`config.mk`:
```
export PLATFORM = sky130hd
export DESIGN_NAME = stepper_ramped_move_sequencer_flat
export DESIGN_NICKNAME = d
export VERILOG_FILES = /design/src/hw/rtl/srms_pkg.sv /design/src/hw/rtl/srms_channels.sv /design/src/hw/rtl/stepper_ramped_move_sequencer.sv /design/src/hw/rtl/srms_core.sv /design/src/flat_wrapper.sv
export SDC_FILE = /design/constraint.sdc
export NUM_CORES = 1
export LEC_CHECK = 0
export BUFFER_PORTS_ARGS = -buffer_cell sky130_fd_sc_hd__buf_2
export CAP_MARGIN = 20
export CORE_ASPECT_RATIO = 0.7
export CORE_MARGIN = 2
export CORE_UTILIZATION = 46
export DETAILED_ROUTE_END_ITERATION = 16
export GPL_TIMING_DRIVEN = 0
export PLACE_DENSITY = 0.66
export SETUP_SLACK_MARGIN = 0.2
export SYNTH_ARGS = -nofsm -noshare
export SYNTH_HDL_FRONTEND = slang
export SYNTH_SLANG_ARGS = --single-unit
```
`constraint.sdc`:
```
create_clock -name clk -period 5.1 [get_ports clk]
set_clock_uncertainty 0.2 [all_clocks]
set_input_delay 0.255 -clock clk [delete_from_list [all_inputs] [get_ports clk]]
set_output_delay 0.255 -clock clk [all_outputs]
set_load 0.02 [all_outputs]
```
`src/hw/rtl/srms_pkg.sv`:
```
// Types, codes and reset constants shared by the ramped stepper move sequencer.
package srms_pkg;

    localparam int POS_W   = 10;
    localparam int COUNT_W = 10;
    localparam int DELAY_W = 8;
    localparam int RAMP_W  = 6;
    localparam int PAT_W   = 8;
    localparam int PHASE_W = 2;
    localparam int OP_W    = 2;
    localparam int REG_IDX_W = 3;
    localparam int CFG_DATA_W = 10;

    typedef enum logic [OP_W-1:0] {
        OP_MOVE = 2'd0,
        OP_TICK = 2'd1,
        OP_HOME = 2'd2
    } opcode_t;

    typedef enum logic [REG_IDX_W-1:0] {
        REG_BASE_DELAY     = 3'd0,
        REG_RAMP_LEN       = 3'd1,
        REG_POSITION_LIMIT = 3'd2,
        REG_PATTERN_ZERO   = 3'd3,
        REG_PATTERN_ONE    = 3'd4,
        REG_PATTERN_TWO    = 3'd5,
        REG_PATTERN_THREE  = 3'd6
    } reg_idx_t;

    typedef struct packed {
        logic [DELAY_W-1:0]          base_delay;
        logic [RAMP_W-1:0]           ramp_len;
        logic [POS_W-1:0]            position_limit;
        logic [3:0][PAT_W-1:0]       pattern;
    } cfg_t;

    localparam cfg_t CFG_RESET = '{
        base_delay:     8'd20,
        ramp_len:       6'd13,
        position_limit: 10'd200,
        pattern:        {8'h35, 8'h2d, 8'h2e, 8'h36}
    };

    typedef struct packed {
        logic [OP_W-1:0]    opcode;
        logic               direction;
        logic [COUNT_W-1:0] step_count;
    } item_t;

    typedef struct packed {
        logic [PHASE_W-1:0] coil_phase;
        logic [POS_W-1:0]   rotor_position;
        logic [COUNT_W-1:0] steps_total;
        logic [COUNT_W-1:0] step_index;
        logic [DELAY_W-1:0] current_delay;
        logic [DELAY_W-1:0] wait_left;
        logic               move_active;
        logic               move_dir;
        logic [PAT_W-1:0]   drive_out;
    } state_t;

    typedef struct packed {
        logic [PAT_W-1:0] coil_pattern;
        logic             busy_res;
        logic [POS_W-1:0] position;
        logic             step_issued;
        logic             move_done;
        logic             rejected;
    } result_t;

endpackage

```
`src/hw/rtl/srms_channels.sv`:
```
// Valid/ready channel interfaces for command items and result items.
interface srms_in_if
    import srms_pkg::*;
();
    logic               valid;
    logic               ready;
    logic [OP_W-1:0]    opcode;
    logic               direction;
    logic [COUNT_W-1:0] step_count;

    modport source (output valid, output opcode, output direction, output step_count,
                    input ready);
    modport sink (input valid, input opcode, input direction, input step_count,
                  output ready);
endinterface

interface srms_out_if
    import srms_pkg::*;
();
    logic             valid;
    logic             ready;
    logic [PAT_W-1:0] coil_pattern;
    logic             busy_res;
    logic [POS_W-1:0] position;
    logic             step_issued;
    logic             move_done;
    logic             rejected;

    modport source (output valid, output coil_pattern, output busy_res, output position,
                    output step_issued, output move_done, output rejected, input ready);
    modport sink (input valid, input coil_pattern, input busy_res, input position,
                  input step_issued, input move_done, input rejected, output ready);
endinterface

```
`src/hw/rtl/stepper_ramped_move_sequencer.sv`:
```
// Top level of the ramped full-step stepper move sequencer.
//
//  Channel   Direction  Carries
//  cmd       sink       opcode, direction, step_count
//  res       source     coil_pattern, busy_res, position, step_issued, move_done, rejected
//  cfg_*     write      seven registers, index 0 to 6
//
// Each transaction passes an input register and a result register.
// One transaction is accepted every cycle unless a result stalls; the move state
// updates as the item leaves the input register, so the next item always sees it.
// A stalled result holds in the result register while one more item waits at the input.
// Reset clears the move state, the handshake state and loads the register defaults.
module stepper_ramped_move_sequencer
    import srms_pkg::*;
#(
    parameter int MAX_STEPS = 1023
)
(
    input  logic                  clk,
    input  logic                  rst_n,
    input  logic                  cfg_write_en,
    input  logic [REG_IDX_W-1:0]  cfg_index,
    input  logic [CFG_DATA_W-1:0] cfg_data,
    srms_in_if.sink               cmd,
    srms_out_if.source            res
);

    cfg_t    cfg_reg;
    cfg_t    cfg_next;
    state_t  state_reg;
    state_t  state_next;
    item_t   item_reg;
    logic    in_valid_reg;
    logic    in_valid_next;
    result_t res_reg;
    result_t res_next;
    logic    out_valid_reg;
    logic    out_valid_next;
    logic    advance;
    logic    fire;
    logic    accept;

    assign advance   = !out_valid_reg || res.ready;
    assign fire      = in_valid_reg && advance;
    assign cmd.ready = !in_valid_reg || advance;
    assign accept    = cmd.valid && cmd.ready;

    always_comb
    begin
        cfg_next = cfg_reg;
        if (cfg_write_en)
        begin
            unique case (cfg_index)
                REG_BASE_DELAY:     cfg_next.base_delay = cfg_data[DELAY_W-1:0];
                REG_RAMP_LEN:       cfg_next.ramp_len = cfg_data[RAMP_W-1:0];
                REG_POSITION_LIMIT: cfg_next.position_limit = cfg_data[POS_W-1:0];
                REG_PATTERN_ZERO:   cfg_next.pattern[0] = cfg_data[PAT_W-1:0];
                REG_PATTERN_ONE:    cfg_next.pattern[1] = cfg_data[PAT_W-1:0];
                REG_PATTERN_TWO:    cfg_next.pattern[2] = cfg_data[PAT_W-1:0];
                REG_PATTERN_THREE:  cfg_next.pattern[3] = cfg_data[PAT_W-1:0];
                default:
                begin
                end
            endcase
        end
    end

    srms_core #(
        .MAX_STEPS (MAX_STEPS)
    ) u_core (
        .item       (item_reg),
        .state      (state_reg),
        .cfg        (cfg_reg),
        .state_next (state_next),
        .result     (res_next)
    );

    assign in_valid_next  = accept ? 1'b1 : (fire ? 1'b0 : in_valid_reg);
    assign out_valid_next = fire ? 1'b1 : (res.ready ? 1'b0 : out_valid_reg);

    always_ff @(posedge clk or negedge rst_n)
    begin
        if (!rst_n)
        begin
            cfg_reg       <= CFG_RESET;
            state_reg     <= '0;
            in_valid_reg  <= 1'b0;
            out_valid_reg <= 1'b0;
        end
        else
        begin
            cfg_reg       <= cfg_next;
            in_valid_reg  <= in_valid_next;
            out_valid_reg <= out_valid_next;
            if (fire)
            begin
                state_reg <= state_next;
            end
        end
    end

    always_ff @(posedge clk)
    begin
        if (accept)
        begin
            item_reg.opcode     <= cmd.opcode;
            item_reg.direction  <= cmd.direction;
            item_reg.step_count <= cmd.step_count;
        end
        if (fire)
        begin
            res_reg <= res_next;
        end
    end

    assign res.valid        = out_valid_reg;
    assign res.coil_pattern = res_reg.coil_pattern;
    assign res.busy_res     = res_reg.busy_res;
    assign res.position     = res_reg.position;
    assign res.step_issued  = res_reg.step_issued;
    assign res.move_done    = res_reg.move_done;
    assign res.rejected     = res_reg.rejected;

    a_issue_or_done: assert property (@(posedge clk) disable iff (!rst_n)
        out_valid_reg |-> !(res_reg.step_issued && res_reg.move_done))
        else $error("A result reports both a step and the end of the move.");

    a_reject_busy: assert property (@(posedge clk) disable iff (!rst_n)
        out_valid_reg && res_reg.rejected |-> res_reg.busy_res)
        else $error("A rejected move is reported while the sequencer is idle.");

    a_index_bound: assert property (@(posedge clk) disable iff (!rst_n)
        state_reg.move_active |-> state_reg.step_index <= state_reg.steps_total)
        else $error("The step index has passed the step total of the move.");

    a_input_hold: assert property (@(posedge clk) disable iff (!rst_n)
        in_valid_reg && !advance |=> in_valid_reg && $stable(item_reg))
        else $error("A waiting transaction left the input register while stalled.");

endmodule

```
`src/hw/rtl/srms_core.sv`:
```
// Combinational update of the move state and result for one command item.
module srms_core
    import srms_pkg::*;
#(
    parameter int MAX_STEPS = 1023
)
(
    input  item_t   item,
    input  state_t  state,
    input  cfg_t    cfg,
    output state_t  state_next,
    output result_t result
);

    localparam int CLIP = (MAX_STEPS > 1023) ? 1023 : MAX_STEPS;
    localparam logic [COUNT_W-1:0] CLIP_COUNT = CLIP[COUNT_W-1:0];
    localparam logic [DELAY_W-1:0] DELAY_MAX = {DELAY_W{1'b1}};

    function automatic state_t issue_step(input state_t s, input cfg_t c);
        state_t             r;
        logic [POS_W:0]     pos_up;
        logic [DELAY_W-1:0] d;
        logic [COUNT_W-1:0] left;
        r = s;
        pos_up = {1'b0, s.rotor_position} + 1'b1;
        if (!s.move_dir)
        begin
            r.coil_phase = s.coil_phase + 1'b1;
            r.rotor_position = (pos_up > {1'b0, c.position_limit}) ? '0 : pos_up[POS_W-1:0];
        end
        else
        begin
            r.coil_phase = s.coil_phase - 1'b1;
            r.rotor_position = (s.rotor_position == '0) ? c.position_limit
                                                        : s.rotor_position - 1'b1;
        end
        r.drive_out = c.pattern[r.coil_phase];
        r.wait_left = s.current_delay;
        d = s.current_delay;
        if (s.step_index <= {{(COUNT_W-RAMP_W){1'b0}}, c.ramp_len} && d > 8'd1)
        begin
            d = d - 1'b1;
        end
        left = s.steps_total - s.step_index;
        if (left <= {{(COUNT_W-RAMP_W){1'b0}}, c.ramp_len} && d != DELAY_MAX)
        begin
            d = d + 1'b1;
        end
        r.current_delay = d;
        r.step_index = s.step_index + 1'b1;
        return r;
    endfunction

    logic [COUNT_W-1:0] count_sat;
    state_t             start;
    logic               issued;
    logic               done;
    logic               rej;

    assign count_sat = (item.step_count > CLIP_COUNT) ? CLIP_COUNT : item.step_count;

    always_comb
    begin
        start = state;
        start.steps_total = count_sat;
        start.step_index = '0;
        start.move_dir = item.direction;
        start.current_delay = (cfg.base_delay == '0) ? 8'd1 : cfg.base_delay;
        start.move_active = 1'b1;
    end

    always_comb
    begin
        state_next = state;
        issued = 1'b0;
        done = 1'b0;
        rej = 1'b0;
        unique case (item.opcode)
            OP_MOVE:
            begin
                if (state.move_active)
                begin
                    rej = 1'b1;
                end
                else if (count_sat != '0)
                begin
                    state_next = issue_step(start, cfg);
                    issued = 1'b1;
                end
            end
            OP_TICK:
            begin
                if (state.move_active)
                begin
                    if (state.wait_left > 8'd1)
                    begin
                        state_next.wait_left = state.wait_left - 1'b1;
                    end
                    else if (state.step_index < state.steps_total)
                    begin
                        state_next = issue_step(state, cfg);
                        issued = 1'b1;
                    end
                    else
                    begin
                        state_next.wait_left = '0;
                        state_next.move_active = 1'b0;
                        done = 1'b1;
                    end
                end
            end
            OP_HOME:
            begin
                state_next.rotor_position = '0;
            end
            default:
            begin
            end
        endcase
    end

    assign result.coil_pattern = state_next.drive_out;
    assign result.busy_res     = state_next.move_active;
    assign result.position     = state_next.rotor_position;
    assign result.step_issued  = issued;
    assign result.move_done    = done;
    assign result.rejected     = rej;

endmodule
```
`src/flat_wrapper.sv`:
```
// flat-port wrapper written by rule: the top's interface ports become plain ports
module stepper_ramped_move_sequencer_flat import srms_pkg::*;
#(
    parameter int MAX_STEPS = 1023
)
  (clk, rst_n, cfg_write_en, cfg_index, cfg_data, cmd_valid, cmd_opcode, cmd_direction, cmd_step_count, cmd_ready, res_valid, res_coil_pattern, res_busy_res, res_position, res_step_issued, res_move_done, res_rejected, res_ready);
  srms_in_if cmd_i ();
  srms_out_if res_i ();
  input  logic clk;
  input  logic rst_n;
  input  logic cfg_write_en;
  input  logic [REG_IDX_W-1:0] cfg_index;
  input  logic [CFG_DATA_W-1:0] cfg_data;
  input wire logic [$bits(cmd_i.valid)-1:0] cmd_valid;
  input wire logic [$bits(cmd_i.opcode)-1:0] cmd_opcode;
  input wire logic [$bits(cmd_i.direction)-1:0] cmd_direction;
  input wire logic [$bits(cmd_i.step_count)-1:0] cmd_step_count;
  output wire logic [$bits(cmd_i.ready)-1:0] cmd_ready;
  output wire logic [$bits(res_i.valid)-1:0] res_valid;
  output wire logic [$bits(res_i.coil_pattern)-1:0] res_coil_pattern;
  output wire logic [$bits(res_i.busy_res)-1:0] res_busy_res;
  output wire logic [$bits(res_i.position)-1:0] res_position;
  output wire logic [$bits(res_i.step_issued)-1:0] res_step_issued;
  output wire logic [$bits(res_i.move_done)-1:0] res_move_done;
  output wire logic [$bits(res_i.rejected)-1:0] res_rejected;
  input wire logic [$bits(res_i.ready)-1:0] res_ready;
  assign cmd_i.valid = cmd_valid;
  assign cmd_i.opcode = cmd_opcode;
  assign cmd_i.direction = cmd_direction;
  assign cmd_i.step_count = cmd_step_count;
  assign cmd_ready = cmd_i.ready;
  assign res_valid = res_i.valid;
  assign res_coil_pattern = res_i.coil_pattern;
  assign res_busy_res = res_i.busy_res;
  assign res_position = res_i.position;
  assign res_step_issued = res_i.step_issued;
  assign res_move_done = res_i.move_done;
  assign res_rejected = res_i.rejected;
  assign res_i.ready = res_ready;
  stepper_ramped_move_sequencer #(.MAX_STEPS(MAX_STEPS)) u_core (.clk(clk), .rst_n(rst_n), .cfg_write_en(cfg_write_en), .cfg_index(cfg_index), .cfg_data(cfg_data), .cmd(cmd_i), .res(res_i));
endmodule
```
==> results of run 1 <==
## final cells by class
cell class                 instances  area [um^2]  share of cell area [%]
antenna                            2         5.00                  0.0446
buffer                            57          233                    2.07
clock buffer                      18          450                    4.01
clock inverter                    14          130                    1.16
inverter                          46          173                    1.54
multi-input combinational        729         5320                    47.4
sequential                       151         3980                    35.5
tap                              276          345                    3.07
timing repair buffer              84          591                    5.26
## logic make-up after synthesis
family                     after synthesis
and+or+nand+nor                        340
AOI/OAI and AO/OA                      215
DFF                                    151
buffers and inverters                  104
muxes                                   77
adders and majority gates               50
xor gates and xnor gates                47
## worst max-delay path, cell delays in order, from the launching register on
cell	delay, ps
dfrtp_1	550
ha_1	310
nand3_1	140
nor2_1	320
nand3_1	150
xnor2_1	370
ha_1	330
a21o_1	160
a21oi_1	200
a41oi_1	290
nor3_1	910
a21oi_1	130
o22ai_1	330
a31o_2	160
## synth_stat cells, types with 11 or more instances
cell	n	area (um^2)
mux2_2	51	574
o21ai_0	51	255
nand3b_1	11	82.6
mux4_2	17	383
a31oi_1	14	87.6
ha_1	49	613
xnor2_1	29	254
dfrtp_1	92	2300
nor2_1	70	263
a21oi_1	42	210
dfstp_2	24	631
nor4_1	13	81.3
edfxtp_1	35	1050
nor3_1	22	110
inv_1	45	169
nand2_1	115	432
a221oi_1	13	114
xor2_1	18	158
nand3_1	29	145
clkbuf_1	49	184
## final timing paths
kind,to,from
setup / recovery,u_core.res.position[6],u_core.state_reg[46]
hold / removal,u_core.cfg_reg[35],cfg_index[1]
setup reg to reg,u_core.res.position[6],u_core.state_reg[46]
hold reg to reg,u_core.state_reg[43],u_core.item_reg[7]
max in group asynchronous,u_core.cfg_reg[45],rst_n
min in group asynchronous,u_core.state_reg[2],rst_n
## through the flow
stage	setup WS (ps)	util (%)	hold WS, ps	power, mW
2_1_floorplan	949	-	-241	4.33
3_3_place_gp	445	49.8	232	4.98
3_5_place_dp	394	50.1	-69.1	5.07
4_1_cts	297	54.2	32.8	6.38
5_1_grt	204	54.2	48.4	6.89
6_report	405	54.3	-0.596	6.41
## power by group through the flow
stage	sequential (mW)	combinational (mW)	clock, mW
finish	1.88	3.26	1.26
global route	1.93	3.63	1.33
CTS	1.87	3.23	1.27
detailed placement	1.88	3.19	0
global placement	1.88	3.11	0
floorplan	1.85	2.49	0
## placed cells by master (no fill, tap or decap), types with 35 or more instances in the layout
cell type  instances
nand2_1          115
dfrtp_1           92
nor2_1            69
buf_2             58
o21ai_0           51
mux2_2            51
ha_1              49
clkbuf_1          47
inv_1             45
a21oi_1           42
edfxtp_1          35
## routing by layer
layer	share of wire [%]	wire length, um	GRT usage (%)
met3	8.4	2210	5.69
met5	0	0	0
met1	48	12700	37.9
met4	1.9	490	7.81
met2	41	11000	33.7
## timing repair
action / 4_1_cts / 5_1_grt
endpoints found under the setup margin: 0 / 5
hold endpoints to repair: 138 / 0
buffers inserted: 0 / 0
hold buffers: 27 / 0
resized for setup: 0 / 1
==> flow_metrics.env, run 1 <==
export IMPL_hold_depth=5
export IMPL_ys_ff_latch=151
export IMPL_clkSinkCount=151
export IMPL_slew_headroom_pct=27.1
export IMPL_synthToLayoutAreaGrowth_pct=15.7
export IMPL_cts_buffer_depth=2
export IMPL_synthAdderAreaFrac_pct=6.52
export IMPL_synth_top_family_by_area="simple AND/OR/NAND/NOR gates"
export IMPL_fmax_ghz=0.213
export IMPL_cts_tree="done"
export IMPL_yosysWarnings=0
export IMPL_design_area_um2=11200
export IMPL_share_comb_of_total_power_pct=50.9
export IMPL_worstMarginPinSlew_ps=1080
export IMPL_clock_latency_ps=450
export IMPL_crit_type="flip-flop to flip-flop"
export IMPL_dieWidth_um=178
export IMPL_ant_nets=0
export IMPL_dpl_cell_area_um2=10400
export IMPL_fin_setup_tns_ps=0
export IMPL_p_sw_share_pct=42.5
export IMPL_grt_ovfl_total=0
export IMPL_synth_seq_area_share_pct=41.0
export IMPL_die_height_um=126
export IMPL_gp_congestion=0.908
export IMPL_p_sw_mw=2.73
export IMPL_r2r_worst_path_cells=13
export IMPL_grtUsageTotal_pct=24.6
export IMPL_die_area_um2=22300
export IMPL_arrival_ps=4800
export IMPL_place_hpwl_um=18400
export IMPL_drv_slew=0
export IMPL_hold_viol=1
export IMPL_ys_types=82
export IMPL_grt_max_degree=96
export IMPL_synthArstFlopShare_pct=76.8
export IMPL_n_fill_cell=1860
export IMPL_antenna_found_initial=2
export IMPL_final_cells=1377
export IMPL_syn_nets=1065
export IMPL_largest_reg_flops=58
export IMPL_powerDensity_nw_per_um2=571
export IMPL_first_global_vias=7720
export IMPL_ir_worst_vdd_uv=293
export IMPL_finalSetupViolCount=0
export IMPL_min_path_type="input pin to flip-flop"
export IMPL_synthXorXnorAreaFrac_pct=4.24
export IMPL_cts_max_level=4
export IMPL_cp_end_kind="flip-flop"
export IMPL_dp_cells=1314
export IMPL_crit_path_start_kind="flip-flop"
export IMPL_drt_first_pass_iters=6
export IMPL_fin_crit_sh_pct=92.1
export IMPL_wl_per_cell_um=19.2
export IMPL_drive_gt1_share_pct=19.8
export IMPL_finalWirelength_um=26400
export IMPL_port_buffers=52
export IMPL_rows=44
export IMPL_num_vias=8200
export IMPL_grt_pass1_wl_um=42400
export IMPL_cts_root_buf="clkbuf_16"
export IMPL_synth_compound_area_share_pct=15.4
export IMPL_required_ps=5210
export IMPL_drt_iter0_markers=840
export IMPL_cap_violations=0
export IMPL_design_core_area_um2=20700
export IMPL_synth_mux_area_share_pct=10.9
export IMPL_violations="hold timing"
export IMPL_synth_ff_type="dfrtp_1"
export IMPL_seqPwrFrac_pct=29.4
export IMPL_rsz0062_at_grt="no"
export IMPL_p_int_mw=3.68
export IMPL_worst_hold_slack_ps=-0.596
export IMPL_numCtsBuffers=17
export IMPL_leakagePower_nw=4.59
export IMPL_clk_pin_slew_ps=80
export IMPL_syn_area_um2=9710
export IMPL_synthCells=984
export IMPL_yosys_area_share_simple_pct=17.7
export IMPL_p_clk_share_pct=19.7
export IMPL_avgSynthCellArea_um2=9.86
export IMPL_synth_edf_count=35
export IMPL_status="finished with violations"
export IMPL_ios=55
export IMPL_cp_max_fo=9
export IMPL_drcViolationCount=0
export IMPL_start_util_pct=46.9
export IMPL_post_route_min_period_ps=4690
export IMPL_vias_per_cell=5.95
export IMPL_worst_r2r_setup_slack_ps=410
export IMPL_finalNetCount=1167
No activity file was read; power rests on OpenSTA's default activity.
==> inputs of run 2 (changes only) <==
--- a/config.mk
+++ b/config.mk
@@ -5,6 +5,7 @@
 export SDC_FILE = /design/constraint.sdc
 export NUM_CORES = 1
 export LEC_CHECK = 0
+export ABC_CLOCK_PERIOD_IN_PS = 5100
 export BUFFER_PORTS_ARGS = -buffer_cell sky130_fd_sc_hd__buf_2
 export CAP_MARGIN = 20
 export CORE_ASPECT_RATIO = 0.7
@@ -14,6 +15,7 @@
 export GPL_TIMING_DRIVEN = 0
 export PLACE_DENSITY = 0.66
 export SETUP_SLACK_MARGIN = 0.2
+export SLEW_MARGIN = 5
 export SYNTH_ARGS = -nofsm -noshare
 export SYNTH_HDL_FRONTEND = slang
 export SYNTH_SLANG_ARGS = --single-unit
==> constraint.sdc (replaced) <==
create_clock -name clk -period 5.1 [get_ports clk]
set_clock_uncertainty 0.2 [all_clocks]
set_input_delay 0.255 -clock clk [delete_from_list [all_inputs] [get_ports clk]]
set_output_delay 0.255 -clock clk [all_outputs]
set_load 0.01 [all_outputs]
==> flow_metrics.env, run 2 (synthesized netlist as in run 1, its figures left out) <==
export IMPL_status="completed"
export IMPL_utilization_pct=54.2
export IMPL_rows=44
export IMPL_fin_crit_sh_pct=94.4
export IMPL_place_hpwl_um=18500
export IMPL_crit_type="flip-flop to flip-flop"
export IMPL_n_fill_cell=1892
export IMPL_vias_per_cell=5.96
export IMPL_grtUsageTotal_pct=24.3
export IMPL_multi_input_area_um2=5320
export IMPL_seqPwrFrac_pct=29.6
export IMPL_layout_common_cells="115 x nand2_1, 92 x dfrtp_1, 69 x nor2_1, 58 x buf_2"
export IMPL_antenna_found_initial=2
export IMPL_drive_gt1_share_pct=19.7
export IMPL_clock_latency_ps=430
export IMPL_crit_start="u_core.state_reg[46]"
export IMPL_drt_first_pass_iters=6
export IMPL_die_height_um=126
export IMPL_min_path_type="input pin to asynchronous set/reset pin"
export IMPL_drt_iter0_markers=876
export IMPL_r2r_end="u_core.state_reg[49]"
export IMPL_dieWidth_um=178
export IMPL_ant_nets=0
export IMPL_endpoint="u_core.state_reg[49]"
export IMPL_r2r_start="u_core.state_reg[46]"
export IMPL_fin_setup_tns_ps=0
export IMPL_worstPathCellList="ha_1 -> nand3_1 -> nor2_1 -> nand3_1 -> xnor2_1 -> ha_1 -> a21o_1 -> a21oi_1 -> a41oi_1 -> nor3_1 -> a221oi_1 -> o22ai_1 -> nand2_1 -> nand2_1"
export IMPL_cp_max_fo=9
export IMPL_cap_violations=0
export IMPL_share_comb_of_total_power_pct=50.9
export IMPL_wl_met3_um=1900
export IMPL_cts_setup_buffers=0
export IMPL_dp_cells=1314
export IMPL_post_route_min_period_ps=4810
export IMPL_cp_end_kind="flip-flop"
export IMPL_wl_met2_um=11000
export IMPL_ios=55
export IMPL_grt_pass1_wl_um=41900
export IMPL_clkSinkCount=151
export IMPL_worst_r2r_setup_slack_ps=290
export IMPL_rsz0062_at_grt="no"
export IMPL_finalNetCount=1167
export IMPL_arrival_ps=4990
export IMPL_ir_worst_vdd_uv=327
export IMPL_drcViolationCount=0
export IMPL_p_sw_mw=2.69
export IMPL_clk_pin_slew_ps=70
export IMPL_crit_path_start_kind="flip-flop"
export IMPL_layout_commonest_cell="nand2_1"
export IMPL_r2r_worst_path_cells=14
export IMPL_grt_ovfl_total=0
export IMPL_num_vias=8201
export IMPL_cts_root_buf="clkbuf_16"
export IMPL_cts_tree="done"
export IMPL_finalWirelength_um=26300
export IMPL_regArea_um2=3980
export IMPL_slew_headroom_pct=20.8
export IMPL_numCtsBuffers=17
export IMPL_design_core_area_um2=20700
export IMPL_hold_viol=0
export IMPL_drv_slew=0
export IMPL_m1WireLength_um=13100
export IMPL_die_area_um2=22300
export IMPL_leakagePower_nw=4.58
export IMPL_port_buffers=52
export IMPL_fmax_ghz=0.208
export IMPL_cts_buffer_depth=2
export IMPL_cts_max_level=4
export IMPL_total_power_mw=6.36
export IMPL_p_int_mw=3.68
export IMPL_largest_reg_flops=58
export IMPL_p_sw_share_pct=42.2
export IMPL_finalSetupViolCount=0
export IMPL_powerDensity_nw_per_um2=567
export IMPL_required_ps=5270
export IMPL_worst_hold_slack_ps=69.8
export IMPL_worstMarginPinSlew_ps=1180
export IMPL_start_util_pct=46.9
export IMPL_p_clk_share_pct=19.5
export IMPL_dr_max_layer_used="met4"
export IMPL_wl_per_cell_um=19.1
export IMPL_gp_congestion=0.908
export IMPL_worst_path_max_delay_cell="nor3_1"
export IMPL_critPathMaxStageDelay_ps=970
export IMPL_first_global_vias=7660
export IMPL_final_cells=1377
export IMPL_synthToLayoutAreaGrowth_pct=15.5
export IMPL_grt_max_degree=88
run 2: cell count changes in the layout (fill, tap and decap cells not counted), sizes merged:
cell    change
clkinv      -2
clkbuf      +2
run 2: routing by layer:
metal / vias up / global-route usage [%]
li1: 3837 / -
met1: 4029 / 37.7
met2: 311 / 34.4
met3: 24 / 5.26
met4: 0 / 5.59
met5: - / 0
run 2: worst min path at each step:
stage | start | endpoint | cells after the start
after floorplan | rst_n | u_core.cfg_reg[0] | 0
after global placement | cmd_step_count[9] | u_core.item_reg[9] | 1
after detailed placement | rst_n | u_core.cfg_reg[15] | 1
after global routing | rst_n | u_core.state_reg[2] | 2
after CTS | rst_n | u_core.state_reg[5] | 2
final | rst_n | u_core.cfg_reg[15] | 2
run 2: critical path: cells and delay by family (launching register included):
| kind | cells | cell delay, ps |
|---|---|---|
| XOR/XNOR | 1 | 370 |
| adder cells (fa/ha/maj) | 2 | 640 |
| flip-flops | 1 | 550 |
| AND/OR/NAND/NOR | 6 | 1740 |
| AO/OA/AOI/OAI | 5 | 1250 |
run 2: what timing repair did:
action,4_1_cts,5_1_grt
endpoints found under the hold margin,139,0
hold buffers,27,0
setup endpoints to repair,0,5
gates resized for setup,0,1
run 2: power groups by stage:
stage	Combinational (mW)	Sequential [mW]	Clock (mW)
2_1_floorplan	2.48	1.82	0
3_3_place_gp	3.08	1.88	0
3_5_place_dp	3.18	1.88	0
4_1_cts	3.21	1.87	1.25
5_1_grt	3.61	1.92	1.31
6_report	3.24	1.88	1.24
run 2: final cells by class:
class	count	area share (%)
multi-input cells	729	47.5
flip-flops and latches	151	35.5
inverters	46	1.54
diodes	2	0.0446
plain buffers	57	2.08
well taps	276	3.08
clock buffers	20	4.08
repair buffers	84	5.27
clock inverters	12	0.926
run 2: stage by stage:
stage	setup slack, ps	instance area [um^2]
2_1_floorplan	949	9710
3_3_place_gp	445	10300
3_5_place_dp	387	10400
4_1_cts	342	11200
5_1_grt	202	11200
6_report	285	11200
==> inputs of run 3 (changes only) <==
--- a/config.mk
+++ b/config.mk
@@ -8,12 +8,15 @@
 export ABC_CLOCK_PERIOD_IN_PS = 5100
 export BUFFER_PORTS_ARGS = -buffer_cell sky130_fd_sc_hd__buf_2
 export CAP_MARGIN = 20
+export CELL_PAD_IN_SITES_DETAIL_PLACEMENT = 0
+export CELL_PAD_IN_SITES_GLOBAL_PLACEMENT = 1
 export CORE_ASPECT_RATIO = 0.7
 export CORE_MARGIN = 2
 export CORE_UTILIZATION = 46
 export DETAILED_ROUTE_END_ITERATION = 16
 export GPL_TIMING_DRIVEN = 0
-export PLACE_DENSITY = 0.66
+export PLACE_DENSITY = 0.8
+export RECOVER_POWER = 50
 export SETUP_SLACK_MARGIN = 0.2
 export SLEW_MARGIN = 5
 export SYNTH_ARGS = -nofsm -noshare
==> flow_metrics.env, run 3 (synthesized netlist as in run 1, its figures left out) <==
export IMPL_status="finished with violations"
export IMPL_violations="capacitance limit, slew limit"
export IMPL_layout_commonest_cell="nand2_1"
export IMPL_cp_end_kind="flip-flop"
export IMPL_dpl_cell_area_um2=10400
export IMPL_required_ps=5220
export IMPL_ant_nets=0
export IMPL_layout_common_cells="115 x nand2_1, 92 x dfrtp_1, 68 x nor2_1, 53 x clkbuf_1, 53 x buf_2"
export IMPL_crit_type="flip-flop to flip-flop"
export IMPL_num_antenna_cells=0
export IMPL_fin_crit_sh_pct=87.1
export IMPL_min_from="cfg_write_en"
export IMPL_place_hpwl_um=18700
export IMPL_drcViolationCount=0
export IMPL_die_height_um=126
export IMPL_port_buffers=52
export IMPL_crit_path_start_kind="flip-flop"
export IMPL_arrival_ps=4560
export IMPL_total_power_mw=6.38
export IMPL_cap_violations=2
export IMPL_first_global_vias=7606
export IMPL_design_area_um2=11200
export IMPL_ios=55
export IMPL_clkSinkCount=151
export IMPL_crit_start="u_core.state_reg[46]"
export IMPL_n_fill_cell=1909
export IMPL_drv_slew=119
export IMPL_finalSetupViolCount=0
export IMPL_min_path_type="input pin to flip-flop"
export IMPL_clk_pin_slew_ps=70
export IMPL_gp_congestion=0.868
export IMPL_start_util_pct=46.9
export IMPL_dp_slack_ps=383
export IMPL_wl_per_cell_um=19.0
export IMPL_grt_pass1_wl_um=41700
export IMPL_drive_gt1_share_pct=19.4
export IMPL_hold_viol=0
export IMPL_cts_buffer_depth=2
export IMPL_numCtsBuffers=17
export IMPL_rsz0062_at_grt="no"
export IMPL_clock_latency_ps=440
export IMPL_cts_max_level=4
export IMPL_rows=44
export IMPL_slew_headroom_pct=-40.2
export IMPL_cts_root_buf="clkbuf_16"
export IMPL_dieWidth_um=178
export IMPL_grt_max_degree=81
export IMPL_grt_ovfl_total=0
export IMPL_antenna_found_initial=0
export IMPL_worst_r2r_setup_slack_ps=660
export IMPL_layout_setup_ws_ps=659
export IMPL_leakagePower_nw=4.56
export IMPL_synthToLayoutAreaGrowth_pct=15.7
export IMPL_finalWirelength_um=26100
export IMPL_post_route_min_period_ps=4440
export IMPL_cp_max_fo=9
export IMPL_design_core_area_um2=20700
export IMPL_grtUsageTotal_pct=24.3
export IMPL_fmax_ghz=0.225
export IMPL_num_vias=8018
export IMPL_largest_reg_flops=58
export IMPL_drt_first_pass_iters=5
export IMPL_drt_iter0_markers=628
export IMPL_powerDensity_nw_per_um2=569
export IMPL_ir_worst_vdd_uv=302
export IMPL_finalNetCount=1166
export IMPL_die_area_um2=22300
export IMPL_fin_setup_tns_ps=0
export IMPL_worstMarginPinSlew_ps=2100
export IMPL_r2r_start="u_core.state_reg[46]"
export IMPL_cts_tree="done"
export IMPL_vias_per_cell=5.84
[run 3: cell types whose count changed in the layout (fill, tap and decap cells not counted), moves of 2 or more]
cell	before	now
buf_2	58	53
buf_6	3	1
clkbuf_1	49	53
clkbuf_16	18	20
diode_2	2	0
inv_6	4	7
inv_8	2	0
[run 3: area by class of cell]
cell class | count | area [um^2] | share of cell area (%)
tap | 276 | 345 | 3.08
buffer | 57 | 233 | 2.07
clock buffer | 21 | 514 | 4.58
clock inverter | 11 | 95.1 | 0.847
timing repair buffer | 83 | 546 | 4.86
inverter | 46 | 173 | 1.54
sequential | 151 | 3980 | 35.5
multi-input combinational | 729 | 5340 | 47.5
[run 3: timing repair]
action | in CTS | in global routing
hold buffers | 27 | 0
resized for setup | 0 | 3
endpoints found under the hold margin | 152 | 0
endpoints found under the setup margin | 0 | 8
setup buffers | 0 | 0
[run 3: per-stage QoR]
step	std cells	util [%]	hold slack [ps]
global route	1374	54.2	58.4
finish	1374	54.2	50.8
detailed placement	1314	50.1	-12.7
global placement	1312	49.8	231
floorplan	984	-	-241
CTS	1373	54.3	93.9
[run 3: worst paths after layout]
kind                                        endpoint  depth (start not counted)
worst max-delay path            u_core.state_reg[53]                         15
worst min-delay path              u_core.cfg_reg[38]                          5
worst max register to register  u_core.state_reg[53]                         15
worst min register to register  u_core.state_reg[43]                          2
max in group asynchronous       u_core.state_reg[44]                          3
min in group asynchronous        u_core.state_reg[7]                          2
[run 3: worst max-delay path, cell delays in order (launching register included)]
cell and delay (ps):
dfrtp_1 540, ha_1 300, nand3_1 160, nor2_1 340, nand3_1 140, xnor2_1 380
ha_1 330, nand3_1 100, nor3_1 50, a21o_1 150, a41oi_1 470, nor3_1 220
buf_4 220, a221oi_1 300, o22ai_1 150, mux2_2 280
[run 3: metal layers]
layer / routed length [um] / global-route usage, % / vias up
met3: 1600 / 4.87 / 23
met2: 11000 / 34.9 / 233
li1: - / - / 3821
met5: 0 / 0 / -
met4: 263 / 5.45 / 0
met1: 13200 / 37.7 / 3941
[run 3: where the power goes]
part,internal (mW),switching (mW),total [mW]
combinational,1.38,1.82,3.20
clock,0.737,0.564,1.30
sequential,1.61,0.272,1.88
